### src/hdl/b64d_pkg.sv
// Shared types, constants and the character lookup of the Base64 decoder.
package b64d_pkg;

    localparam logic [6:0]  SYM_SKIP  = 7'd64;
    localparam logic [6:0]  SYM_PAD   = 7'd65;
    localparam logic [6:0]  SYM_BAD   = 7'd66;
    localparam logic [7:0]  BYTE_MASK = 8'd255;

    localparam logic [1:0]  STATUS_OK       = 2'd0;
    localparam logic [1:0]  STATUS_BAD_CHAR = 2'd1;
    localparam logic [1:0]  STATUS_OVERFLOW = 2'd2;

    localparam logic        KIND_DATA   = 1'b0;
    localparam logic        KIND_STATUS = 1'b1;

    localparam logic [15:0] CAPACITY_RESET = 16'd1024;

    // One queue entry: everything that one input word produces.
    typedef struct packed {
        logic [1:0]  n_bytes;
        logic [7:0]  byte0;
        logic [7:0]  byte1;
        logic [7:0]  byte2;
        logic        has_status;
        logic [1:0]  status;
        logic [15:0] total;
    } t_entry;

    function automatic logic [6:0] sym_value(input logic [7:0] c);
        logic [7:0] d;
        logic [6:0] v;
        d = 8'd0;
        v = SYM_BAD;
        if (c >= 8'h41 && c <= 8'h5A) begin
            d = c - 8'h41;
            v = d[6:0];
        end else if (c >= 8'h61 && c <= 8'h7A) begin
            d = c - 8'h61 + 8'd26;
            v = d[6:0];
        end else if (c >= 8'h30 && c <= 8'h39) begin
            d = c - 8'h30 + 8'd52;
            v = d[6:0];
        end else if (c == 8'h2B) begin
            v = 7'd62;
        end else if (c == 8'h2F) begin
            v = 7'd63;
        end else if (c == 8'h0A) begin
            v = SYM_SKIP;
        end else if (c == 8'h3D) begin
            v = SYM_PAD;
        end
        return v;
    endfunction

endpackage

### src/hdl/base64_decoder.sv
// A result word is registered first in the entry queue and then in the back end's output register.
// Throughput: one input word per cycle while the entry queue has room; results leave at
// one per cycle while i_stall is low; a word holds the output port until its last result leaves.
// The QUEUE_DEPTH-entry queue between front and back end sets how far input runs ahead.
// Reset (synchronous, active low) clears message state and queue; capacity becomes 1024.
module base64_decoder import b64d_pkg::*; #(
    parameter int QUEUE_DEPTH = 4
) (
    input  logic        i_clk,
    input  logic        i_rst_n,
    input  logic        i_valid,
    output logic        o_stall,
    input  logic [7:0]  i_char_code,
    input  logic        i_char_valid,
    input  logic        i_end_of_text,
    output logic        o_valid,
    input  logic        i_stall,
    output logic        o_result_kind,
    output logic [7:0]  o_data_byte,
    output logic [1:0]  o_status_code,
    output logic [15:0] o_byte_total,
    output logic        o_last_result,
    input  logic        i_cfg_valid,
    output logic        o_cfg_ready,
    input  logic [15:0] i_output_capacity
);

    logic   accept;
    logic   push;
    logic   pop;
    logic   full;
    logic   empty;
    t_entry entry;
    t_entry head;

    assign o_stall     = full;
    assign accept      = i_valid && !full;
    assign o_cfg_ready = 1'b1;

    b64d_front u_front (
        .i_clk             (i_clk),
        .i_rst_n           (i_rst_n),
        .i_accept          (accept),
        .i_char_code       (i_char_code),
        .i_char_valid      (i_char_valid),
        .i_end_of_text     (i_end_of_text),
        .i_cfg_write       (i_cfg_valid),
        .i_output_capacity (i_output_capacity),
        .o_push            (push),
        .o_entry           (entry)
    );

    b64d_queue #(
        .DEPTH (QUEUE_DEPTH)
    ) u_queue (
        .i_clk   (i_clk),
        .i_rst_n (i_rst_n),
        .i_push  (push),
        .i_entry (entry),
        .i_pop   (pop),
        .o_full  (full),
        .o_empty (empty),
        .o_head  (head)
    );

    b64d_back u_back (
        .i_clk         (i_clk),
        .i_rst_n       (i_rst_n),
        .i_empty       (empty),
        .i_head        (head),
        .o_pop         (pop),
        .i_stall       (i_stall),
        .o_valid       (o_valid),
        .o_result_kind (o_result_kind),
        .o_data_byte   (o_data_byte),
        .o_status_code (o_status_code),
        .o_byte_total  (o_byte_total),
        .o_last_result (o_last_result)
    );

endmodule

### src/hdl/b64d_front.sv
// Front end: accepts text words, tracks message state and builds queue entries.
module b64d_front import b64d_pkg::*; (
    input  logic        i_clk,
    input  logic        i_rst_n,
    input  logic        i_accept,
    input  logic [7:0]  i_char_code,
    input  logic        i_char_valid,
    input  logic        i_end_of_text,
    input  logic        i_cfg_write,
    input  logic [15:0] i_output_capacity,
    output logic        o_push,
    output t_entry      o_entry
);

    logic [23:0] r_acc, n_acc;
    logic [1:0]  r_cnt, n_cnt;
    logic [15:0] r_bw, n_bw;
    logic        r_pad, n_pad;
    logic [1:0]  r_err, n_err;
    logic [15:0] r_cap;

    logic [6:0]  sym;
    logic [23:0] acc_sh;
    logic [16:0] sum_grp;
    logic [16:0] sum_fl;
    logic [1:0]  fl_n;

    assign sym    = sym_value(i_char_code);
    assign acc_sh = {r_acc[17:0], sym[5:0]};

    always_comb begin
        n_acc   = r_acc;
        n_cnt   = r_cnt;
        n_bw    = r_bw;
        n_pad   = r_pad;
        n_err   = r_err;
        o_entry = '0;
        sum_grp = {1'b0, r_bw} + 17'd3;
        fl_n    = 2'd0;
        sum_fl  = 17'd0;

        if (i_char_valid && r_err == STATUS_OK && !r_pad) begin
            if (sym == SYM_PAD) begin
                n_pad = 1'b1;
            end else if (sym == SYM_BAD) begin
                n_err = STATUS_BAD_CHAR;
            end else if (sym != SYM_SKIP) begin
                if (r_cnt == 2'd3) begin
                    if (sum_grp > {1'b0, r_cap}) begin
                        n_err = STATUS_OVERFLOW;
                    end else begin
                        o_entry.n_bytes = 2'd3;
                        o_entry.byte0   = acc_sh[23:16];
                        o_entry.byte1   = acc_sh[15:8];
                        o_entry.byte2   = acc_sh[7:0];
                        n_bw            = sum_grp[15:0];
                    end
                    n_acc = 24'd0;
                    n_cnt = 2'd0;
                end else begin
                    n_acc = acc_sh;
                    n_cnt = r_cnt + 2'd1;
                end
            end
        end

        if (i_end_of_text) begin
            // A nonzero count here means no group went out for this word.
            if (n_err == STATUS_OK) begin
                if (n_cnt == 2'd3) begin
                    fl_n          = 2'd2;
                    o_entry.byte0 = n_acc[17:10];
                    o_entry.byte1 = n_acc[9:2];
                end else if (n_cnt == 2'd2) begin
                    fl_n          = 2'd1;
                    o_entry.byte0 = n_acc[11:4];
                end
                sum_fl = {1'b0, n_bw} + {15'd0, fl_n};
                if (fl_n != 2'd0) begin
                    if (sum_fl > {1'b0, r_cap}) begin
                        n_err = STATUS_OVERFLOW;
                    end else begin
                        o_entry.n_bytes = fl_n;
                        n_bw            = sum_fl[15:0];
                    end
                end
            end
            o_entry.has_status = 1'b1;
            o_entry.status     = n_err;
            o_entry.total      = n_bw;
            n_acc = 24'd0;
            n_cnt = 2'd0;
            n_bw  = 16'd0;
            n_pad = 1'b0;
            n_err = STATUS_OK;
        end
    end

    assign o_push = i_accept && (o_entry.n_bytes != 2'd0 || o_entry.has_status);

    always_ff @(posedge i_clk) begin
        if (!i_rst_n) begin
            r_acc <= 24'd0;
            r_cnt <= 2'd0;
            r_bw  <= 16'd0;
            r_pad <= 1'b0;
            r_err <= STATUS_OK;
            r_cap <= CAPACITY_RESET;
        end else begin
            if (i_accept) begin
                r_acc <= n_acc;
                r_cnt <= n_cnt;
                r_bw  <= n_bw;
                r_pad <= n_pad;
                r_err <= n_err;
            end
            if (i_cfg_write) begin
                r_cap <= i_output_capacity;
            end
        end
    end

endmodule

### src/hdl/b64d_queue.sv
// Small register queue of entries between the front and back ends.
module b64d_queue import b64d_pkg::*; #(
    parameter int DEPTH = 4
) (
    input  logic   i_clk,
    input  logic   i_rst_n,
    input  logic   i_push,
    input  t_entry i_entry,
    input  logic   i_pop,
    output logic   o_full,
    output logic   o_empty,
    output t_entry o_head
);

    localparam int PW = (DEPTH > 1) ? $clog2(DEPTH) : 1;
    localparam int CW = $clog2(DEPTH + 1);
    localparam logic [PW-1:0] LAST = PW'(DEPTH - 1);
    localparam logic [CW-1:0] FULL = CW'(DEPTH);

    t_entry          r_mem [DEPTH];
    logic [PW-1:0]   r_wr, r_rd;
    logic [CW-1:0]   r_count;
    logic            do_push, do_pop;

    assign o_full  = (r_count == FULL);
    assign o_empty = (r_count == '0);
    assign o_head  = r_mem[r_rd];
    assign do_push = i_push && !o_full;
    assign do_pop  = i_pop && !o_empty;

    always_ff @(posedge i_clk) begin
        if (do_push) begin
            r_mem[r_wr] <= i_entry;
        end
    end

    always_ff @(posedge i_clk) begin
        if (!i_rst_n) begin
            r_wr    <= '0;
            r_rd    <= '0;
            r_count <= '0;
        end else begin
            if (do_push) begin
                r_wr <= (r_wr == LAST) ? '0 : r_wr + PW'(1);
            end
            if (do_pop) begin
                r_rd <= (r_rd == LAST) ? '0 : r_rd + PW'(1);
            end
            if (do_push && !do_pop) begin
                r_count <= r_count + CW'(1);
            end else if (do_pop && !do_push) begin
                r_count <= r_count - CW'(1);
            end
        end
    end

endmodule

### src/hdl/b64d_back.sv
// Back end: unpacks queue entries into result words, one per cycle while i_stall is low.
module b64d_back import b64d_pkg::*; (
    input  logic        i_clk,
    input  logic        i_rst_n,
    input  logic        i_empty,
    input  t_entry      i_head,
    output logic        o_pop,
    input  logic        i_stall,
    output logic        o_valid,
    output logic        o_result_kind,
    output logic [7:0]  o_data_byte,
    output logic [1:0]  o_status_code,
    output logic [15:0] o_byte_total,
    output logic        o_last_result
);

    logic [1:0]  r_idx;
    logic        r_valid;
    logic        r_kind;
    logic [7:0]  r_data;
    logic [1:0]  r_status;
    logic [15:0] r_total;
    logic        r_last;

    logic        load;
    logic [2:0]  n_res;
    logic        is_last;
    logic        is_data;
    logic [7:0]  sel_byte;

    assign load    = !i_empty && (!r_valid || !i_stall);
    assign n_res   = {1'b0, i_head.n_bytes} + {2'b00, i_head.has_status};
    assign is_last = ({1'b0, r_idx} == n_res - 3'd1);
    assign is_data = (r_idx < i_head.n_bytes);
    assign o_pop   = load && is_last;

    always_comb begin
        case (r_idx)
            2'd0:    sel_byte = i_head.byte0;
            2'd1:    sel_byte = i_head.byte1;
            2'd2:    sel_byte = i_head.byte2;
            default: sel_byte = 8'd0;
        endcase
    end

    always_ff @(posedge i_clk) begin
        if (load) begin
            r_kind   <= is_data ? KIND_DATA : KIND_STATUS;
            r_data   <= is_data ? (sel_byte & BYTE_MASK) : 8'd0;
            r_status <= is_data ? STATUS_OK : i_head.status;
            r_total  <= is_data ? 16'd0 : i_head.total;
            r_last   <= is_last;
        end
    end

    always_ff @(posedge i_clk) begin
        if (!i_rst_n) begin
            r_valid <= 1'b0;
            r_idx   <= 2'd0;
        end else begin
            if (load) begin
                r_valid <= 1'b1;
                r_idx   <= is_last ? 2'd0 : r_idx + 2'd1;
            end else if (!i_stall) begin
                r_valid <= 1'b0;
            end
        end
    end

    assign o_valid       = r_valid;
    assign o_result_kind = r_kind;
    assign o_data_byte   = r_data;
    assign o_status_code = r_status;
    assign o_byte_total  = r_total;
    assign o_last_result = r_last;

endmodule
### config.mk
export PLATFORM = sky130hd
export DESIGN_NAME = base64_decoder
export DESIGN_NICKNAME = d
export VERILOG_FILES = /design/src/hdl/b64d_pkg.sv /design/src/hdl/base64_decoder.sv /design/src/hdl/b64d_front.sv /design/src/hdl/b64d_queue.sv /design/src/hdl/b64d_back.sv
export SDC_FILE = /design/constraint.sdc
export NUM_CORES = 1
export LEC_CHECK = 0
export BUFFER_PORTS_ARGS = -buffer_cell sky130_fd_sc_hd__buf_2
export CAP_MARGIN = 20
export CORE_MARGIN = 2
export CORE_UTILIZATION = 50
export CTS_BUF_LIST = sky130_fd_sc_hd__clkbuf_16
export CTS_CLUSTER_SIZE = 25
export DETAILED_ROUTE_END_ITERATION = 8
export PLACE_DENSITY = 0.72
export SYNTH_ARGS = -nofsm -noshare
export SYNTH_HDL_FRONTEND = slang
export SYNTH_SLANG_ARGS = --single-unit
### constraint.sdc
create_clock -name i_clk -period 15 [get_ports i_clk]
set_input_delay 3 -clock i_clk [delete_from_list [all_inputs] [get_ports i_clk]]
set_output_delay 3 -clock i_clk [all_outputs]
set_load 0.005 [all_outputs]
# Yosys cells after proc, flatten, opt, wreduce, memory -nomap -nowiden
# Memory sizes are Yosys's and may differ from the RTL's. A register that Yosys moved wholly into a read port is not among the register bits.
# Index checks and enable logic that the tools add are counted.
classes:
  n_addsub: 15
  n_lt_le_gt_ge: 9
  n_eq_ne: 19
  mux: 73
  n_reduce_logical: 34
op_table:
  columns: ["operator", "n"]
  rows:
  - ["16-bit 2-to-1 mux", 10]
  - ["26-bit 2-to-1 mux", 6]
  - ["18-bit 2-to-1 mux", 8]
  - ["2-bit 2-to-1 mux", 27]
  - ["7-bit 2-to-1 mux", 6]
  - ["17-bit by 16-bit > comparator with 1-bit output", 2]
  - ["8-bit by 6-bit == test with 1-bit output (second input constant)", 3]
  - ["8-bit 2-to-1 mux", 3]
  - ["8-bit one-hot mux with 3 select lines", 1]
  - ["19-bit 2-to-1 mux", 1]
  - ["16-bit by 2-bit adder with 17-bit output", 1]
  - ["16-bit by 2-bit adder with 17-bit output (second input constant)", 1]
  - ["8-bit by 7-bit greater-or-equal comparator with 1-bit output (second input constant)", 2]
  - ["8-bit by 7-bit <= comparator with 1-bit output (second input constant)", 2]
  - ["7-bit == test (second input constant)", 2]
  - ["7-bit subtractor (second input constant)", 2]
  - ["1-bit logical AND", 13]
  - ["2-bit == test (second input constant)", 6]
  - ["2-bit nonzero test", 6]
  - ["1-bit 2-to-1 mux", 9]
  - ["2-bit by 1-bit adder with 2-bit output (second input constant)", 4]
  - ["8-bit by 4-bit == test with 1-bit output (second input constant)", 1]
  - ["8-bit by 6-bit greater-or-equal comparator with 1-bit output (second input constant)", 1]
  - ["8-bit by 6-bit <= comparator with 1-bit output (second input constant)", 1]
  - ["20 further kinds", 32]
totals:
  register_bits: 93
  ramBits: 180
  input_bits: 31
  output_inout_bits: 31
  word_cells: 168
  n_memories: 1
mem_list:
  columns: ["memory", "words", "width", "rd", "rd_ports_with_merged_regs", "write_ports", "line", "source"]
  rows:
  - ["u_queue.r_mem", 4, 45, 1, 1, 1, "b64d_queue.sv:20", "t_entry r_mem [DEPTH];"]

# Depth between registers and ports, before layout
logic_depth:
  depth_word: 32
  depth_mapped: 36

# By module
# Synthesis repeated with hierarchy kept, for this count alone.
hier_totals:
  cells_unflattened: 1204
  hier_area_um2: 14427.6
modules_own_cells:
  columns: ["module", "instances", "cells_each", "area_per_inst_um2"]
  rows:
  - ["b64d_queue", 1, 285, 7039.3]
  - ["b64d_front", 1, 818, 5979.5]
  - ["b64d_back", 1, 98, 1383.8]
  - ["base64_decoder", 1, 3, 25.0]

# Least setup slack after synthesis
# No wires, ideal clock.
synth_timing:
  path_kind: "input port to flip-flop"
  from: "input port i_char_code[2]"
  to: "memory u_queue.r_mem[0][3] (netlist bit) (data pin)"
  arrival_time_ns: 8.474
  t_required_ns: 14.797
  setup_slack_ns: 6.323
  cell_stages: 24
  path_cell_list: "inv_1 -> ha_1 -> nor2b_1 -> o21a_1 -> a211oi_1 -> a21oi_1 -> nor3_1 -> clkbuf_1 -> xnor2_1 -> ha_1 -> inv_1 -> fa_1 -> nor4b_4 -> a21boi_1 -> xnor2_1 -> ha_1 -> nand4_1 -> or4_1 -> o21ai_0 -> a31oi_1 -> a41o_1 -> buf_4 -> o31a_1 -> nor3_1"
synth_lines:
  columns: ["element", "line", "source"]
  rows:
  - ["start: declaration", "base64_decoder.sv:13", "input logic [7:0] i_char_code,"]
  - ["end: declaration", "b64d_queue.sv:20", null]

==> flow_summary.toml <==
[power_and_ir_drop]
p_sw_mw = 0.509
internal-power_mw = 1.47
leakagePower_nw = 5.46
swShare = 0.257
power_frac_seq = 0.467
power_frac_comb = 0.191
power_density_nw_per_um2 = 127
clock_power_share = 0.343
ir_worst_vdd_v = 0.0000764

[synthesis]
ys_warn_count = 0
yosysSeqAreaShare = 0.539
synthCells = 1176
ys_ff_latch = 275
avgSynthCellArea_um2 = 12.0
synth_edf_count = 208
ys_types = 82
synth_area_um2 = 14100
synth_ff_type = "edfxtp_1"
syn_nets = 1266
async_flop_share = 0

[die]
chipWidth_um = 172
die_y_um = 172
start_util = 0.508
core_um2 = 27700
dieArea_um2 = 29500
fp-row-count = 61
pin_count = 62

[sta]
min_period_ns = 9.82
setup_violations = 0
rsz0062_at_grt = "false"
fmax_ghz = 0.102
tightest_slew_ns = 1.07
clock_skew_ns = 0.0182
maxSlewViolCount = 0
setup_tns_ns = 0
slew_headroom = 0.287
whs_ns = 0.488
hold_viol_final = 0
finalCritPeriodShare = 0.655

[placement]
dp_hpwl_um = 21400
port_buffers = 60
routabilityCongestion = 0.918
placed_area_um2 = 14600

[worst_hold_path]
worstHoldStart = "u_back.o_valid$_SDFFE_PN0P_"
min_path_cells = 2
hold_path_end = "u_back.o_valid$_SDFFE_PN0P_"
holdCritPathClass = "register to register"

[layout]
n_antenna_cell = 0
syn_to_final_growth_pct = 10.5
nNetsFinal = 1296
n_fill_cell = 2277
drive_gt1_frac = 0.150
seq_area_um2 = 7590
multiInputGateArea_um2 = 6020
fin_area_um2 = 15600
layout_commonest_cell = "edfxtp_1"
mostFrequentLayoutCells = "edfxtp_1, nand2_1, dfxtp_1"

[outcome]
status = "finished clean"

[clock_tree]
ctsHtreeMaxLevel = 1
cts_made_buffers = 29
cts_root_buf = "clkbuf_16"
postCtsSetupRepairBufs = 0
clock_sinks = 275
clkLatencyLatePin_ns = 0.54
holdBufCountCts = 0
cts_tree = "built"
cts_resized = 0
worst_setup_hold_path_clk_slew_ns = 0.06
clock_path_buffers = 3

[detailed_routing]
routed_wl_um = 31700
drc = 0
dr_total_vias = 9513
drtIter0Drc = 803
ant_nets = 0
via_per_inst = 5.92
routedWlPerCell_um = 19.8
firstDrtPassIters = 6

[grt]
grt_pass1_vias = 8927
grt_pass1_wl_um = 50300
antenna_found_initial = 0
gr-total-overflow = 0
grt_max_degree = 65
grt_util_all_layers = 0.218

[worst_setup_path]
cp-startpoint = "i_char_code[2]"
critical_path_peak_fanout = 30
reg2reg_slack_ns = 5.92
ff2ff_path_depth = 30
arrival_ns = 10.10
crit_path_end_kind = "register"
r2r-start = "u_front.r_bw[0]$_SDFFE_PN0P_"
required_ns = 15.28
setup.worst_path.class = "primary input to register"
r2r-end = "u_queue.r_mem[0][0]$_DFFE_PP_"
worst_setup_path_start_kind = "primary input"

[job]
drv_cap = 0
[synth_stat cells, drive strengths merged (5+ instances only)]
cell type | n | area, µm²
edfxtp | 208 | 6250
nand2 | 97 | 364
dfxtp | 67 | 1340
o21ai | 67 | 339
a21oi | 61 | 305
nor2b | 60 | 375
ha | 57 | 713
clkbuf | 52 | 195
mux4 | 45 | 1010
inv | 44 | 165
nor2 | 43 | 161
nor3 | 34 | 185
xnor2 | 31 | 272
and2 | 30 | 188
buf | 21 | 103
mux2i | 21 | 210
nand3 | 19 | 95.1
a22oi | 17 | 128
nor4 | 17 | 121
nor3b | 15 | 123
xor2 | 14 | 123
a21boi | 11 | 82.6
nand4 | 11 | 68.8
and3 | 8 | 50.1
o211ai | 8 | 60.1
o221ai | 8 | 70.1
o31a | 8 | 70.1
or3 | 8 | 50.1
nand2b | 7 | 43.8
o21a | 7 | 52.6
a31oi | 6 | 50.0
a211oi | 5 | 37.5
a21o | 5 | 37.5
a31o | 5 | 43.8
o22ai | 5 | 37.5
[state kept, by name (all words and copies together) (netlist names), 3 cells and up, named ones only]
register and count:
u_back.o_byte_total 16, u_front.r_cap 16, u_back.o_data_byte 8, u_front.r_acc 18, u_front.r_bw 16, u_queue.r_count 3
u_queue.r_mem 180
[worst max-delay path, stage by stage]
cell      delay [ns]
buf_2           0.18
inv_1           0.10
ha_1            0.31
nor2b_1         0.18
o21a_1          0.18
a21oi_1         0.58
a21o_1          0.23
nand2_1         0.54
a32o_1          0.54
ha_1            0.28
a21oi_1         0.08
nor2b_1         0.11
mux2i_1         0.23
nor4b_2         0.53
nor3b_2         0.34
nor2_1          0.09
xnor2_1         0.16
ha_1            0.33
nand4_1         0.07
or4_1           0.49
o21ai_0         0.10
a31oi_1         0.08
a41oi_1         0.74
a21oi_1         0.14
a211oi_1        0.46
[worst max-delay path by stage]
| stage | slack [ns] | cells after the start | to |
|---|---|---|---|
| final | 5.18 | 25 | u_queue.r_mem[0][0]$_DFFE_PP_ |
| after global routing | 4.62 | 25 | u_queue.r_mem[2][11]$_DFFE_PP_ |
| after CTS | 5.38 | 25 | u_queue.r_mem[1][3]$_DFFE_PP_ |
| after detailed placement | 4.82 | 25 | u_queue.r_mem[0][0]$_DFFE_PP_ |
| after global placement | 5.02 | 25 | u_queue.r_mem[0][11]$_DFFE_PP_ |
| after floorplan | 6.32 | 24 | u_queue.r_mem[0][3]$_DFFE_PP_ |
[layout make-up]
cell class,count,share of cell area
repair buffers,72,0.0251
clock inverters,24,0.0116
clock buffers,29,0.0467
well taps,378,0.0304
inverters,45,0.0109
flip-flops and latches,275,0.488
multi-input cells,783,0.387
[metrics by stage]
step	utilization	instances	power, mW	worst slack (ns)
3_3_place_gp	0.529	1553	1.32	5.02
6_report	0.561	1606	1.98	5.18
5_1_grt	0.561	1606	2.08	4.62
4_1_cts	0.561	1606	2.00	5.38
2_1_floorplan	-	1176	1.20	6.32
3_5_place_dp	0.529	1553	1.33	4.82
[routing by layer]
layer / vias to the layer above / global-route usage / routed length (µm) / part of all wire
met1: 4643 / 0.333 / 14500 / 0.46
li1: 4474 / - / - / -
met5: - / 0 / 0 / 0
met3: 39 / 0.0304 / 2330 / 0.073
met2: 357 / 0.339 / 14400 / 0.45
met4: 0 / 0.0369 / 431 / 0.014
[cell families after synthesis]
| logic type | after synthesis | share of synthesized area |
|---|---|---|
| AOI/OAI and AO/OA | 244 | 0.115 |
| DFF | 275 | 0.539 |
| and+or+nand+nor | 367 | 0.143 |
| adders and majority gates | 59 | 0.0535 |
| other | 1 | 0.000267 |
| buffers and inverters | 118 | 0.0332 |
| muxes | 67 | 0.0878 |
| xor gates and xnor gates | 45 | 0.0280 |
[power groups by stage]
stage          combinational (mW)  clock (mW)  sequential, mW
4_1_cts                     0.387       0.691           0.926
3_3_place_gp                0.380           0           0.940
5_1_grt                     0.420       0.725           0.933
3_5_place_dp                0.384           0           0.942
2_1_floorplan               0.256           0           0.946
6_report                    0.378       0.679           0.925
No activity file was read; power rests on OpenSTA's default activity.
